==> src/design/pdp_ram.sv <==
// Generic single-port-write, single-read RAM with registered read data.
// No dependencies.
module pdp_ram #(
  parameter int WIDTH = 8,
  parameter int DEPTH = 16
) (
  input  logic                     clk,
  input  logic                     we,
  input  logic [$clog2(DEPTH)-1:0] waddr,
  input  logic [WIDTH-1:0]         wdata,
  input  logic [$clog2(DEPTH)-1:0] raddr,
  output logic [WIDTH-1:0]         rdata
);
  logic [WIDTH-1:0] mem [DEPTH];

  always_ff @(posedge clk) begin
    if (we) mem[waddr] <= wdata;
    rdata <= mem[raddr];
  end
endmodule

==> config.mk <==
export PLATFORM = sky130hd
export DESIGN_NAME = pdp_ram
export DESIGN_NICKNAME = d
export VERILOG_FILES = /design/src/design/pdp_ram.sv
export SDC_FILE = /design/constraint.sdc
export NUM_CORES = 1
export LEC_CHECK = 0
export BUFFER_PORTS_ARGS = -buffer_cell sky130_fd_sc_hd__buf_2
export CAP_MARGIN = 20
export CELL_PAD_IN_SITES_DETAIL_PLACEMENT = 1
export CELL_PAD_IN_SITES_GLOBAL_PLACEMENT = 1
export CORE_MARGIN = 8
export CORE_UTILIZATION = 43
export DETAILED_ROUTE_END_ITERATION = 8
export GPL_TIMING_DRIVEN = 0
export PLACE_DENSITY = 0.68
export RECOVER_POWER = 100
export SYNTH_ARGS = -nofsm -noshare
export SYNTH_HDL_FRONTEND = slang
export SYNTH_SLANG_ARGS = --single-unit
==> constraint.sdc <==
create_clock -name clk -period 2.1 [get_ports clk]
set_input_delay 0.315 -clock clk [delete_from_list [all_inputs] [get_ports clk]]
set_output_delay 0.315 -clock clk [all_outputs]
set_load 0.02 [all_outputs]
======== After elaboration in Yosys (flattened, before gate mapping) ========
Memory sizes are Yosys's and may differ from the RTL's. A register that Yosys moved wholly into a read port is not among the register bits.
Index checks and enable logic that the tools add are counted.
operators by class
  mux-type cells .......................... 2
operators with widths
  cell    number
  $mux 1  2
storage, ports and cells
  flip-flop bits (word level) ............. 0
  bits in writable memories ............... 128
  memories kept ........................... 1
memories
  memory  words  width  read ports  clocked after Yosys merged registers in  write ports  line  text
  mem     16     8      1           1                                        1            14    logic [WIDTH-1:0] mem [DEPTH];

======== Longest topological paths before layout ========
  word-level depth ........................ 2
  mapped depth ............................ 5
  gate-level depth less buffers ........... 3

======== Worst setup path before layout ========
No wires, ideal clock.
  kind .................................... input to register
  start point ............................. input waddr[2]
  end point ............................... memory mem[0][0], enable pin
  setup time .............................. 0.383 ns
  arrival ................................. 1.425 ns
  setup slack ............................. 0.292 ns
  stages .................................. 2
  cell sequence ........................... or3b_2 -> nor3_1
RTL lines
  element      line  text
  from (decl)  9     input logic [$clog2(DEPTH)-1:0] waddr,
  to (decl)    14
No word-level cell before the write port.

======== Final worst setup path ========
  start point ............................. input waddr[2]
  end point ............................... memory mem[0][4], enable pin
No word-level cell before the write port.

==> summary.txt <==
Power and ir drop
  • Reg power frac: 0.484
  • Max IR drop VDD: 0.531 mV
  • Int Pwr: 5060 uW
  • P_sw: 1250 uW
  • Leak: 0.00198 uW
  • Clock power frac: 0.468
  • Logic pwr share: 0.049
  • Switching Share: 0.198
  • Total power divided by cell area: 1050 mW/mm^2

Floorplanning
  • CORE AREA: 0.0119 mm^2
  • Row Count: 40
  • Top-level I/O count: 26
  • Starting Density: 0.434
  • Die area: 0.0157 mm^2
  • Die Y: 125 um
  • Die X: 125 um

Route
  • Wire per inst: 25.0 um
  • Drt total wl: 10,900 um
  • DRC: 0
  • Vias per cell: 5.66
  • Initial DRC Count: 173
  • DR vias: 2,460
  • Drt first pass iters: 4
  • Routed Antenna Nets: 0

Worst hold path
  • Worst Hold Class: input pin to flop
  • Hold path depth: 2
  • HP Start: waddr[1]
  • Hold Path End: mem[12][5]

Setup path
  • R2R Setup Slk: 0.56 ns
  • Critical path endpoint category: flop
  • Critical Path RT: 2.19 ns
  • R2R Path End: rdata[0]
  • Worst-path fanout max: 5
  • Critical Path Source Type: input pin
  • Reg-to-reg startpoint: mem[1][0]
  • R2R cell count: 3
  • Setup CP Type: input pin to flop
  • Crit path arrival time: 1.98 ns

Clock tree
  • CTS tree: built
  • Number of hold buffers added after CTS: 0
  • CTS Buffer Depth: 2
  • Setup Buffers After CTS: 0
  • Gates resized, CTS repair: 0
  • Root Buffer: clkbuf_16
  • Clock transition at path regs: 0.05 ns
  • Latest clock arrival within the worst-skew pair: 0.41 ns
  • H-tree levels: 4
  • Clk sinks: 136
  • Inserted Clock Buffers: 17

Finish
  • Nets: 294
  • ANT cells: 0
  • Fill cell count: 1,078
  • FF+latch area: 0.00400 mm^2
  • Non-Filler Instances: 435
  • Syn-to-layout area delta: 17.2%
  • Area of the multi-input gates: 0.00106 mm^2
  • Share of cells above drive strength 1: 0.219

Synthesis
  • Avg Inst Size Synth: 22.5 um^2
  • Leading post-synthesis cells by cell area: edfxtp_1 (75%), mux4_2 (7.9%), mux4_1 (7.1%), dfxtp_1 (3.1%), a22oi_1 (2.3%)
  • Net Count, Synth: 247
  • Post-Synthesis Cells: 229
  • Ys flop type: edfxtp_1
  • Synth top area share: 0.747
  • Warnings from Yosys: 0
  • Asr flop ratio synth: 0
  • Post-Syn Area: 0.00515 mm^2
  • Synth top cells by count: edfxtp_1 (128), mux4_2 (18), a22oi_1 (16), mux4_1 (14), nor2_1 (13)
  • Post-synth cell types: 19
  • Sequential area share after synthesis: 0.778
  • EDFF count, synth: 128
  • Top-count cell post-synth: edfxtp_1
  • Top cell type by total area after synthesis: edfxtp_1
  • Number of synthesized register bits: 136

Placement
  • Gp weighted congestion: 0.712
  • Dpl cells: 404
  • IO buf count: 24
  • Post-detail-place hpwl: 6870 um

STA
  • Clock Skew: 0.00625 ns
  • Fmax: 530 MHz
  • Worst Tran Pin Value: 0.879 ns
  • Final setup viols: 0
  • RSZ-0062 raised after global routing: no
  • Final Max Tran Viols: 0
  • Hold Fails Final Rpt: 0
  • Min Tclk post-route: 1.89 ns
  • TNS Setup: 0 ns
  • Max_slew headroom: 0.410
  • Tcrit/Tclk final: 0.898

Global routing
  • Global-route usage over all layers: 0.145
  • Grt total ovfl: 0
  • First-pass GRT wire length: 16,200 um
  • Vias in the first global route: 2,626
  • Initial antenna violation count: 0
  • Pin count of the biggest net entering global routing: 17

Run status
  • Status: finished, final reports clean

Flow run
  • MaxCap Viol Count: 0
==> routing by layer <==
layer  wire length, um  global-route usage  share of wire  vias up
met4               382              0.0903          0.035        0
met2              5350               0.224           0.49       69
met3               445              0.0374          0.041       26
li1                  -                   -              -     1068
met5                 0                   0              0        -
met1              4700               0.181           0.43     1297
==> worst max path at each step <==
stage / startpoint / cells after the start / slack, ns / to
after floorplan: waddr[2] / 2 / 0.29 / mem[0][0]
after global placement: waddr[2] / 3 / -0.32 / mem[0][2]
after detailed placement: waddr[2] / 4 / -0.16 / mem[0][2]
after CTS: waddr[2] / 4 / 0.22 / mem[0][4]
after global routing: waddr[2] / 4 / 0.12 / mem[0][4]
final: waddr[2] / 4 / 0.21 / mem[0][4]
==> placed cells by master, fill, tap and decap left out, drive strengths merged <==
cell | synthesis | routed
dfxtp | 8 | 8
nor2b | 1 | 1
nor2 | 13 | 13
clkbuf | 0 | 44
and2 | 1 | 1
nand3 | 1 | 1
buf | 7 | 12
nand2 | 9 | 9
or3b | 1 | 1
and2b | 1 | 1
nand3b | 2 | 2
clkinvlp | 0 | 1
nor3 | 4 | 4
clkinv | 0 | 6
edfxtp | 128 | 128
mux4 | 32 | 32
clkdlybuf4s25 | 3 | 3
a22oi | 16 | 16
nand2b | 2 | 2
bufinv | 0 | 3
==> layout make-up <==
class / instances / area share
Clock inverter: 10 / 0.0212
Sequential cell: 136 / 0.664
Buffer: 10 / 0.0143
Multi-Input combinational cell: 83 / 0.175
Timing Repair Buffer: 28 / 0.0185
Clock buffer: 21 / 0.0763
Tap cell: 147 / 0.0305
==> power groups by stage <==
| stage | registers, uW | logic, uW | clock network (uW) |
|---|---|---|---|
| 2_1_floorplan | 3130 | 154 | 0 |
| 3_3_place_gp | 3100 | 305 | 0 |
| 3_5_place_dp | 3110 | 317 | 0 |
| 4_1_cts | 3050 | 321 | 3000 |
| 5_1_grt | 3060 | 330 | 3060 |
| 6_report | 3050 | 307 | 2950 |
==> flip-flops by register name (all words and copies together) (netlist names) <==
name,count
mem,128
rdata,8
==> logic make-up (layout without fill, tap and decap cells) <==
| kind of cell | Yosys count | count (layout) | synth area share |
|---|---|---|---|
| AO/OA/AOI/OAI | 16 | 16 | 0.0233 |
| buffers and inverters | 10 | 69 | 0.0168 |
| flip-flops | 136 | 136 | 0.778 |
| multiplexers | 32 | 32 | 0.150 |
| AND/OR/NAND/NOR | 35 | 35 | 0.0318 |
==> worst max-delay path, stage by stage <==
cell	delay [ns]
clkbuf_1	0.10
or3b_2	0.55
nor3_1	0.70
clkbuf_1	0.30
==> through the flow <==
stage / utilization / power, uW / setup slack (ns) / hold slack, ns / area [um^2]
5_1_grt: 0.508 / 6450 / 0.122 / 0.428 / 6030
4_1_cts: 0.511 / 6370 / 0.222 / 0.282 / 6070
6_report: 0.508 / 6310 / 0.214 / 0.426 / 6030
3_3_place_gp: 0.460 / 3410 / -0.316 / 0.660 / 5450
2_1_floorplan: - / 3280 / 0.292 / 0.414 / 5150
3_5_place_dp: 0.462 / 3420 / -0.160 / 0.671 / 5480
Power figures use the tool's default switching activity.
