[src/design/pdp_pkg.sv]
// Package for the polyline Douglas-Peucker core: sizes, widths, shared types.
// No dependencies.
package pdp_pkg;
  localparam int MAX_POINTS = 64;
  localparam int COORD_BITS = 24;
  localparam int IDX_BITS   = $clog2(MAX_POINTS);
  localparam int CNT_BITS   = $clog2(MAX_POINTS + 1);
  localparam int TOL_BITS   = 24;
  localparam int MINV_BITS  = 7;
  localparam int CFG_BITS   = 24;
  localparam int CFG_IDX_BITS = 1;
  localparam logic [CFG_IDX_BITS-1:0] REG_TOLERANCE = 1'd0;
  localparam logic [CFG_IDX_BITS-1:0] REG_MIN_VERTICES = 1'd1;
  // difference of two coordinates
  localparam int DIFF_BITS  = COORD_BITS + 1;
  // squares and cross products
  localparam int PROD_BITS  = 2 * DIFF_BITS + 1;
  // product of two metrics
  localparam int WIDE_BITS  = 2 * PROD_BITS;
  localparam int MUL_BITS   = 32;
  localparam int ACC_BITS   = WIDE_BITS + 2;

  typedef struct packed {
    logic signed [COORD_BITS-1:0] point_x;
    logic signed [COORD_BITS-1:0] point_y;
    logic                         last_point;
  } in_item_t;

  typedef struct packed {
    logic signed [COORD_BITS-1:0] kept_x;
    logic signed [COORD_BITS-1:0] kept_y;
    logic [CNT_BITS-1:0]          kept_count;
    logic                         contour_saved;
    logic                         last_of_run;
  } out_item_t;

  // request to the shared multiplier unit
  typedef struct packed {
    logic                   start;
    logic [WIDE_BITS-1:0]   a;
    logic [WIDE_BITS-1:0]   b;
  } mul_req_t;

  typedef struct packed {
    logic                   busy;
    logic                   done;
    logic [WIDE_BITS-1:0]   p;
  } mul_rsp_t;
endpackage

[src/design/pdp_mul.sv]
// Shared unsigned multiplier: WIDE x WIDE product built from 32x32 partial
// products, one per cycle. Depends on pdp_pkg.
module pdp_mul (
  input  logic              clk,
  input  logic              rst,
  input  pdp_pkg::mul_req_t req,
  output pdp_pkg::mul_rsp_t rsp
);
  import pdp_pkg::*;
  localparam int NLIMB = (WIDE_BITS + MUL_BITS - 1) / MUL_BITS;
  localparam int LB = $clog2(NLIMB) > 0 ? $clog2(NLIMB) : 1;
  localparam int PADW = NLIMB * MUL_BITS;

  logic [PADW-1:0]        a, b;
  logic [LB-1:0]          i, j;
  logic [2*MUL_BITS-1:0]  pp;
  logic [PADW-1:0]        acc;
  logic [PADW-1:0]        pp_sh;
  logic                   busy, done;
  logic                   pp_valid;
  logic [2*LB:0]          shift_limbs;
  logic [LB:0]            i_w, j_w;

  assign i_w = {1'b0, i};
  assign j_w = {1'b0, j};

  // one partial product a[i]*b[j] per cycle, registered
  always_ff @(posedge clk) begin
    pp <= a[i*MUL_BITS +: MUL_BITS] * b[j*MUL_BITS +: MUL_BITS];
    shift_limbs <= (2*LB+1)'(i_w + j_w);
  end

  always_comb begin
    pp_sh = PADW'(pp) << (shift_limbs * MUL_BITS);
  end

  always_ff @(posedge clk) begin
    if (rst) begin
      busy <= 1'b0;
      done <= 1'b0;
      pp_valid <= 1'b0;
    end else begin
      done <= 1'b0;
      if (pp_valid) acc <= acc + pp_sh;
      if (req.start && !busy) begin
        a <= PADW'(req.a);
        b <= PADW'(req.b);
        i <= '0;
        j <= '0;
        acc <= '0;
        busy <= 1'b1;
        pp_valid <= 1'b0;
      end else if (busy) begin
        pp_valid <= 1'b1;
        if (32'(j) == NLIMB - 1) begin
          j <= '0;
          if (32'(i) == NLIMB - 1) begin
            busy <= 1'b0;
          end else begin
            i <= i + 1'b1;
          end
        end else begin
          j <= j + 1'b1;
        end
      end else if (pp_valid) begin
        pp_valid <= 1'b0;
        done <= 1'b1;
      end
    end
  end

  assign rsp.busy = busy || pp_valid;
  assign rsp.done = done;
  assign rsp.p    = acc[WIDE_BITS-1:0];
endmodule

[config.mk]
export PLATFORM = sky130hd
export DESIGN_NAME = pdp_mul
export DESIGN_NICKNAME = d
export VERILOG_FILES = /design/src/design/pdp_pkg.sv /design/src/design/pdp_mul.sv
export SDC_FILE = /design/constraint.sdc
export NUM_CORES = 2
export LEC_CHECK = 0
export ABC_AREA = 1
export ABC_CLOCK_PERIOD_IN_PS = 19400
export BUFFER_PORTS_ARGS = -buffer_cell sky130_fd_sc_hd__buf_2
export CORE_AREA = 5 5 392 394
export CTS_CLUSTER_DIAMETER = 40
export CTS_CLUSTER_SIZE = 24
export DETAILED_ROUTE_END_ITERATION = 7
export DIE_AREA = 0 0 397 399
export PLACE_DENSITY_LB_ADDON = 0.1
export SYNTH_ARGS = -nofsm -noshare
export SYNTH_HDL_FRONTEND = slang
export SYNTH_SLANG_ARGS = --single-unit
[constraint.sdc]
create_clock -name clk -period 19.4 [get_ports clk]
set_input_delay 1.94 -clock clk [delete_from_list [all_inputs] [get_ports clk]]
set_output_delay 1.94 -clock clk [all_outputs]
set_load 0.02 [all_outputs]
== After elaboration in Yosys (flattened, before gate mapping) ==
Index checks and enable logic that the tools add are counted.

* Word-level logic and storage cells: 46
* Register bits: 406
* Bits of input ports: 207

* Equal/unequal tests: 3
* Multiplexer cells: 12
* Shift-type cells: 3
* Add/subtract/negate cells: 4
* Multipliers: 1
* Bitwise gates (word level): 1
* Reductions and logical operators: 12

{| class="wikitable"
|+ Operator list
! kind !! count
|-
| $shiftx A128 B8 Y32 || 2
|-
| $add A128 B128 Y128 || 1
|-
| $mux W128 || 1
|-
| $shl A64 B8 Y128 || 1
|-
| $mul A32 B32 Y64 || 1
|-
| $mux W2 || 5
|-
| $mux W1 || 6
|-
| $reduce_and A2 Y1 || 3
|-
| $reduce_bool A2 Y1 || 3
|-
| $add A2 B1 Y2 const B || 2
|-
| $eq A2 B2 Y1 const B || 2
|-
| $reduce_and A4 Y1 || 1
|-
| $add A2 B2 Y3 || 1
|-
| $reduce_or A3 Y1 || 1
|-
| $ne A2 B2 Y1 const B || 1
|-
| $reduce_or A2 Y1 || 1
|-
| $logic_and A1 B1 Y1 || 1
|-
| $logic_not A1 Y1 || 1
|-
| $logic_or A1 B1 Y1 || 1
|-
| $not A1 Y1 || 1
|}

== Logic depth before layout (Yosys ltp) ==
* Word-level depth: 5
* Gate-level depth with buffers: 36

== Worst setup path before layout ==
No wires, ideal clock.

* Path kind: in2reg
* From: input req[204] (netlist bit)
* To: register a[0] (enable)
* Path buffers: 2
* Arrival time: 11.131 ns
* Cell stages on the path: 6
* Slack: 7.496 ns
* Setup time: 0.773 ns
* Cell sequence: inv_1 nor2_1 inv_1 clkbuf_1 clkbuf_1 nor2_1

* Cells in the longest elaborated chain, start to end: 2

{| class="wikitable"
|+ Ends and longest elaborated chain
! what !! line !! RTL
|-
| start: declaration || pdp_mul.sv:6 || <nowiki>input pdp_pkg::mul_req_t req,</nowiki>
|-
| $logic_and A1 B1 Y1 || pdp_mul.sv:45 || <nowiki>if (req.start && !busy) begin</nowiki>
|-
| $reduce_and A2 Y1 (no line) || n/a ||
|-
| end signal: assignment || pdp_mul.sv:46 || <nowiki>a <= PADW'(req.a);</nowiki>
|-
| end: declaration || pdp_mul.sv:14 || <nowiki>logic [PADW-1:0] a, b;</nowiki>
|}

No other way between the ends.
A chain may end at the register's enable or synchronous reset.

== Worst setup path after layout ==
* From: register i[0]
* To: register pp[45]

* Cells in the longest elaborated chain, start to end: 2

{| class="wikitable"
|+ Ends and longest elaborated chain
! what !! line !! RTL
|-
| start: declaration || pdp_mul.sv:15 || <nowiki>logic [LB-1:0] i, j;</nowiki>
|-
| start signal: assignment || pdp_mul.sv:60 || <nowiki>i <= i + 1'b1;</nowiki>
|-
| $shiftx A128 B8 Y32 || pdp_mul.sv:29 || <nowiki>pp <= a[i*MUL_BITS +: MUL_BITS] * b[j*MUL_BITS +: MUL_BITS];</nowiki>
|-
| $mul A32 B32 Y64 || pdp_mul.sv:29 ||
|-
| end signal: assignment || pdp_mul.sv:29 ||
|-
| end: declaration || pdp_mul.sv:16 || <nowiki>logic [2*MUL_BITS-1:0] pp;</nowiki>
|}

No other way between the ends.

==> results.py <==
metrics = {
    "clocking": {
        "clk_latency_ns": 0.71,
        "cts_tree": "done",
        "cts_buffers": 86,
        "cts_setup_buffers": 0,
        "cts_max_level": 3,
        "cts_sinks": 380,
        "ctsResizeCount": 0,
        "cts.path.max_buffers": 3,
        "clk_pin_slew_worst_paths_ns": 0.05,
        "ctsHoldBuffers": 0,
        "cts_root_buffer": "clkbuf_16",
    },
    "timing": {
        "setup_viol": 0,
        "tightest_slew_ns": 1.20,
        "clock.fmax_mhz": 112,
        "hold_viol": 0,
        "slew_headroom": 0.194,
        "rsz0062_at_grt": "no",
        "post-route-period-util": 0.459,
        "slew_violations": 0,
        "finalClockSkew_ns": 0.0481,
        "finalCriticalPeriod_ns": 8.90,
        "setup_ws_ns": 10.50,
        "tns_ns": 0,
    },
    "routing": {
        "drtPass1Iterations": 6,
        "wire_per_inst_um": 21.6,
        "vias_per_cell": 4.93,
        "wl_um": 221000,
        "ant_nets": 0,
        "num_vias": 50400,
        "drc": 0,
        "drt_iter0_drc": 3217,
    },
    "floorplanning": {
        "die-area_um2": 158000,
        "core-area_um2": 149000,
        "die_width_um": 397,
        "die_y_um": 399,
        "rows": 142,
        "start_util": 0.398,
        "io_pins": 311,
    },
    "final_layout": {
        "syn_to_final_growth_pct": 11.4,
        "drive_above_1_share": 0.0920,
        "final_cell_mix": "2249 x nand2_1, 2125 x inv_1, 898 x fa_1",
        "nets": 9605,
        "layout_commonest_cell": "nand2_1",
    },
    "global_routing": {
        "overflow": 0,
        "grt_pass1_wl_um": 331000,
        "grt_antenna_before_repair": 6,
        "grt_usage": 0.281,
        "grt_max_degree": 113,
        "grt_pass1_vias": 53800,
    },
    "worst_hold_path": {
        "hold_class": "flip-flop to flip-flop",
        "hold_depth": 2,
    },
    "logic_synthesis": {
        "ys_seq_area_frac": 0.180,
        "synth_seq_cells": 380,
        "syn_inst": 7911,
        "syn_avg_cell_area_um2": 7.51,
        "yosysUniqueCellTypes": 54,
        "yosys.area.top_type": "fa_1",
        "synth_edf_count": 310,
        "synthFlopType": "edfxtp_1",
        "synth.top_cell.area_share": 0.302,
        "yosysWarnings": 0,
        "synth-async-reset-ratio": 0,
        "synthesis.area_um2": 59400,
        "syn_nets": 9383,
        "synth_area_leaders": "fa_1 30%, edfxtp_1 16%, nand2_1 14%, inv_1 13%, ha_1 7.7%",
    },
    "critical_path": {
        "reg2reg_depth": 26,
        "required_ns": 19.97,
        "reg2reg_slack_ns": 10.50,
        "crit_path_end_kind": "flip-flop",
        "cp-start-kind": "flip-flop",
        "critical_path_class": "flip-flop to flip-flop",
        "path_max_fanout": 42,
        "worst_ep_arrival_time_ns": 9.47,
    },
    "place": {
        "port_buffers": 310,
        "place_ws_ns": 10.61,
        "gp_congestion": 1.02,
        "hpwl_um": 180000,
    },
    "run": {
        "cap_violations": 0,
    },
    "outcome": {
        "status": "completed",
    },
}
## synthesized netlist by cell type, types with 8 or more instances
cell type	n
nor3_1	24
nor2_4	8
a21o_1	17
buf_2	183
nand3_1	177
buf_4	13
o21ai_2	30
fa_1	898
dfxtp_1	70
nand3_2	13
a32oi_1	8
o21a_1	12
ha_1	367
a31oi_1	10
inv_1	2126
nand4_1	10
and2_1	10
nor3_2	10
xnor2_1	12
inv_2	26
o21ai_0	196
clkbuf_1	57
nand2_2	30
nand2_1	2249
o21ai_1	32
edfxtp_1	310
xor2_1	40
nor2_1	551
a21oi_1	271
o32ai_1	25
o21bai_1	22
nor2_2	47
## cell type report
| class | instances | area, um2 |
|---|---|---|
| multi-input combinational | 5114 | 39600 |
| inverter | 2158 | 8100 |
| tap | 2016 | 2520 |
| fill | 15500 | 83200 |
| clock buffer | 99 | 2330 |
| antenna | 3 | 7.51 |
| clock inverter | 59 | 738 |
| sequential | 380 | 10700 |
| timing repair buffer | 393 | 2170 |
## logic make-up (layout without fill, tap and decap cells)
| logic type | Yosys count | after routing | share of synthesized area |
|---|---|---|---|
| adders and majority gates | 1265 | 1265 | 0.380 |
| DFF | 380 | 380 | 0.180 |
| AOI/OAI and AO/OA | 642 | 642 | 0.0617 |
| muxes | 1 | 1 | 0.000168 |
| xor gates and xnor gates | 52 | 52 | 0.00766 |
| and+or+nand+nor | 3154 | 3154 | 0.213 |
| other | 0 | 3 | 0 |
| buffers and inverters | 2417 | 2709 | 0.157 |
## per-stage QoR
step / util / hold slack, ns / cells / area (um2)
finish: 0.443 / 0.520 / 10200 / 66200
detailed placement: 0.422 / 0.515 / 10100 / 63100
floorplan: - / 0.436 / 7911 / 59400
CTS: 0.443 / 0.527 / 10200 / 66200
global placement: 0.422 / 0.509 / 10100 / 63100
global route: 0.443 / 0.549 / 10200 / 66200
## worst paths after layout
kind	startpoint	endpoint
worst max register to register	i[0]	pp[45]
worst min-delay path	pp_valid	done
worst min register to register	pp_valid	done
worst max-delay path	i[0]	pp[45]
## layer usage
metal  GRT usage  routed length, um  vias up  part of all wire
met1       0.337              87700    24700              0.40
met5           0                 14        -          0.000063
met2       0.500             109000     1572              0.49
met4       0.135              13000        2             0.059
met3      0.0350              11200      463             0.051
li1            -                  -    23700                 -
## state kept, by name, indices dropped and copies added, names as in the netlist
signal       count
b              102
shift_limbs      3
done             1
busy             1
a              102
pp              64
pp_valid         1
i                2
j                2
acc            102
## worst max-delay path, stage by stage (launching register included)
cell and delay, ns:
edfxtp_1 0.35, buf_4 0.26, inv_2 0.37, buf_4 0.45, nor2_1 0.13, o21ai_4 0.15, buf_4 0.50, nand2_1 0.16
fa_1 0.56, fa_1 0.56, inv_1 0.05, fa_1 0.49, fa_1 0.67, fa_1 0.48, fa_1 0.47, fa_1 0.49
inv_1 0.05, fa_1 0.47, inv_1 0.04, ha_1 0.37, nand2_1 0.13, o21ai_0 0.43, a21oi_1 0.16, o21ai_0 0.44
inv_1 0.08, nand2_1 0.11, xor2_1 0.27
Power is left out: the tool's default activity adds up to more than one toggle a clock period on the data nets, which glitch-free logic cannot reach.
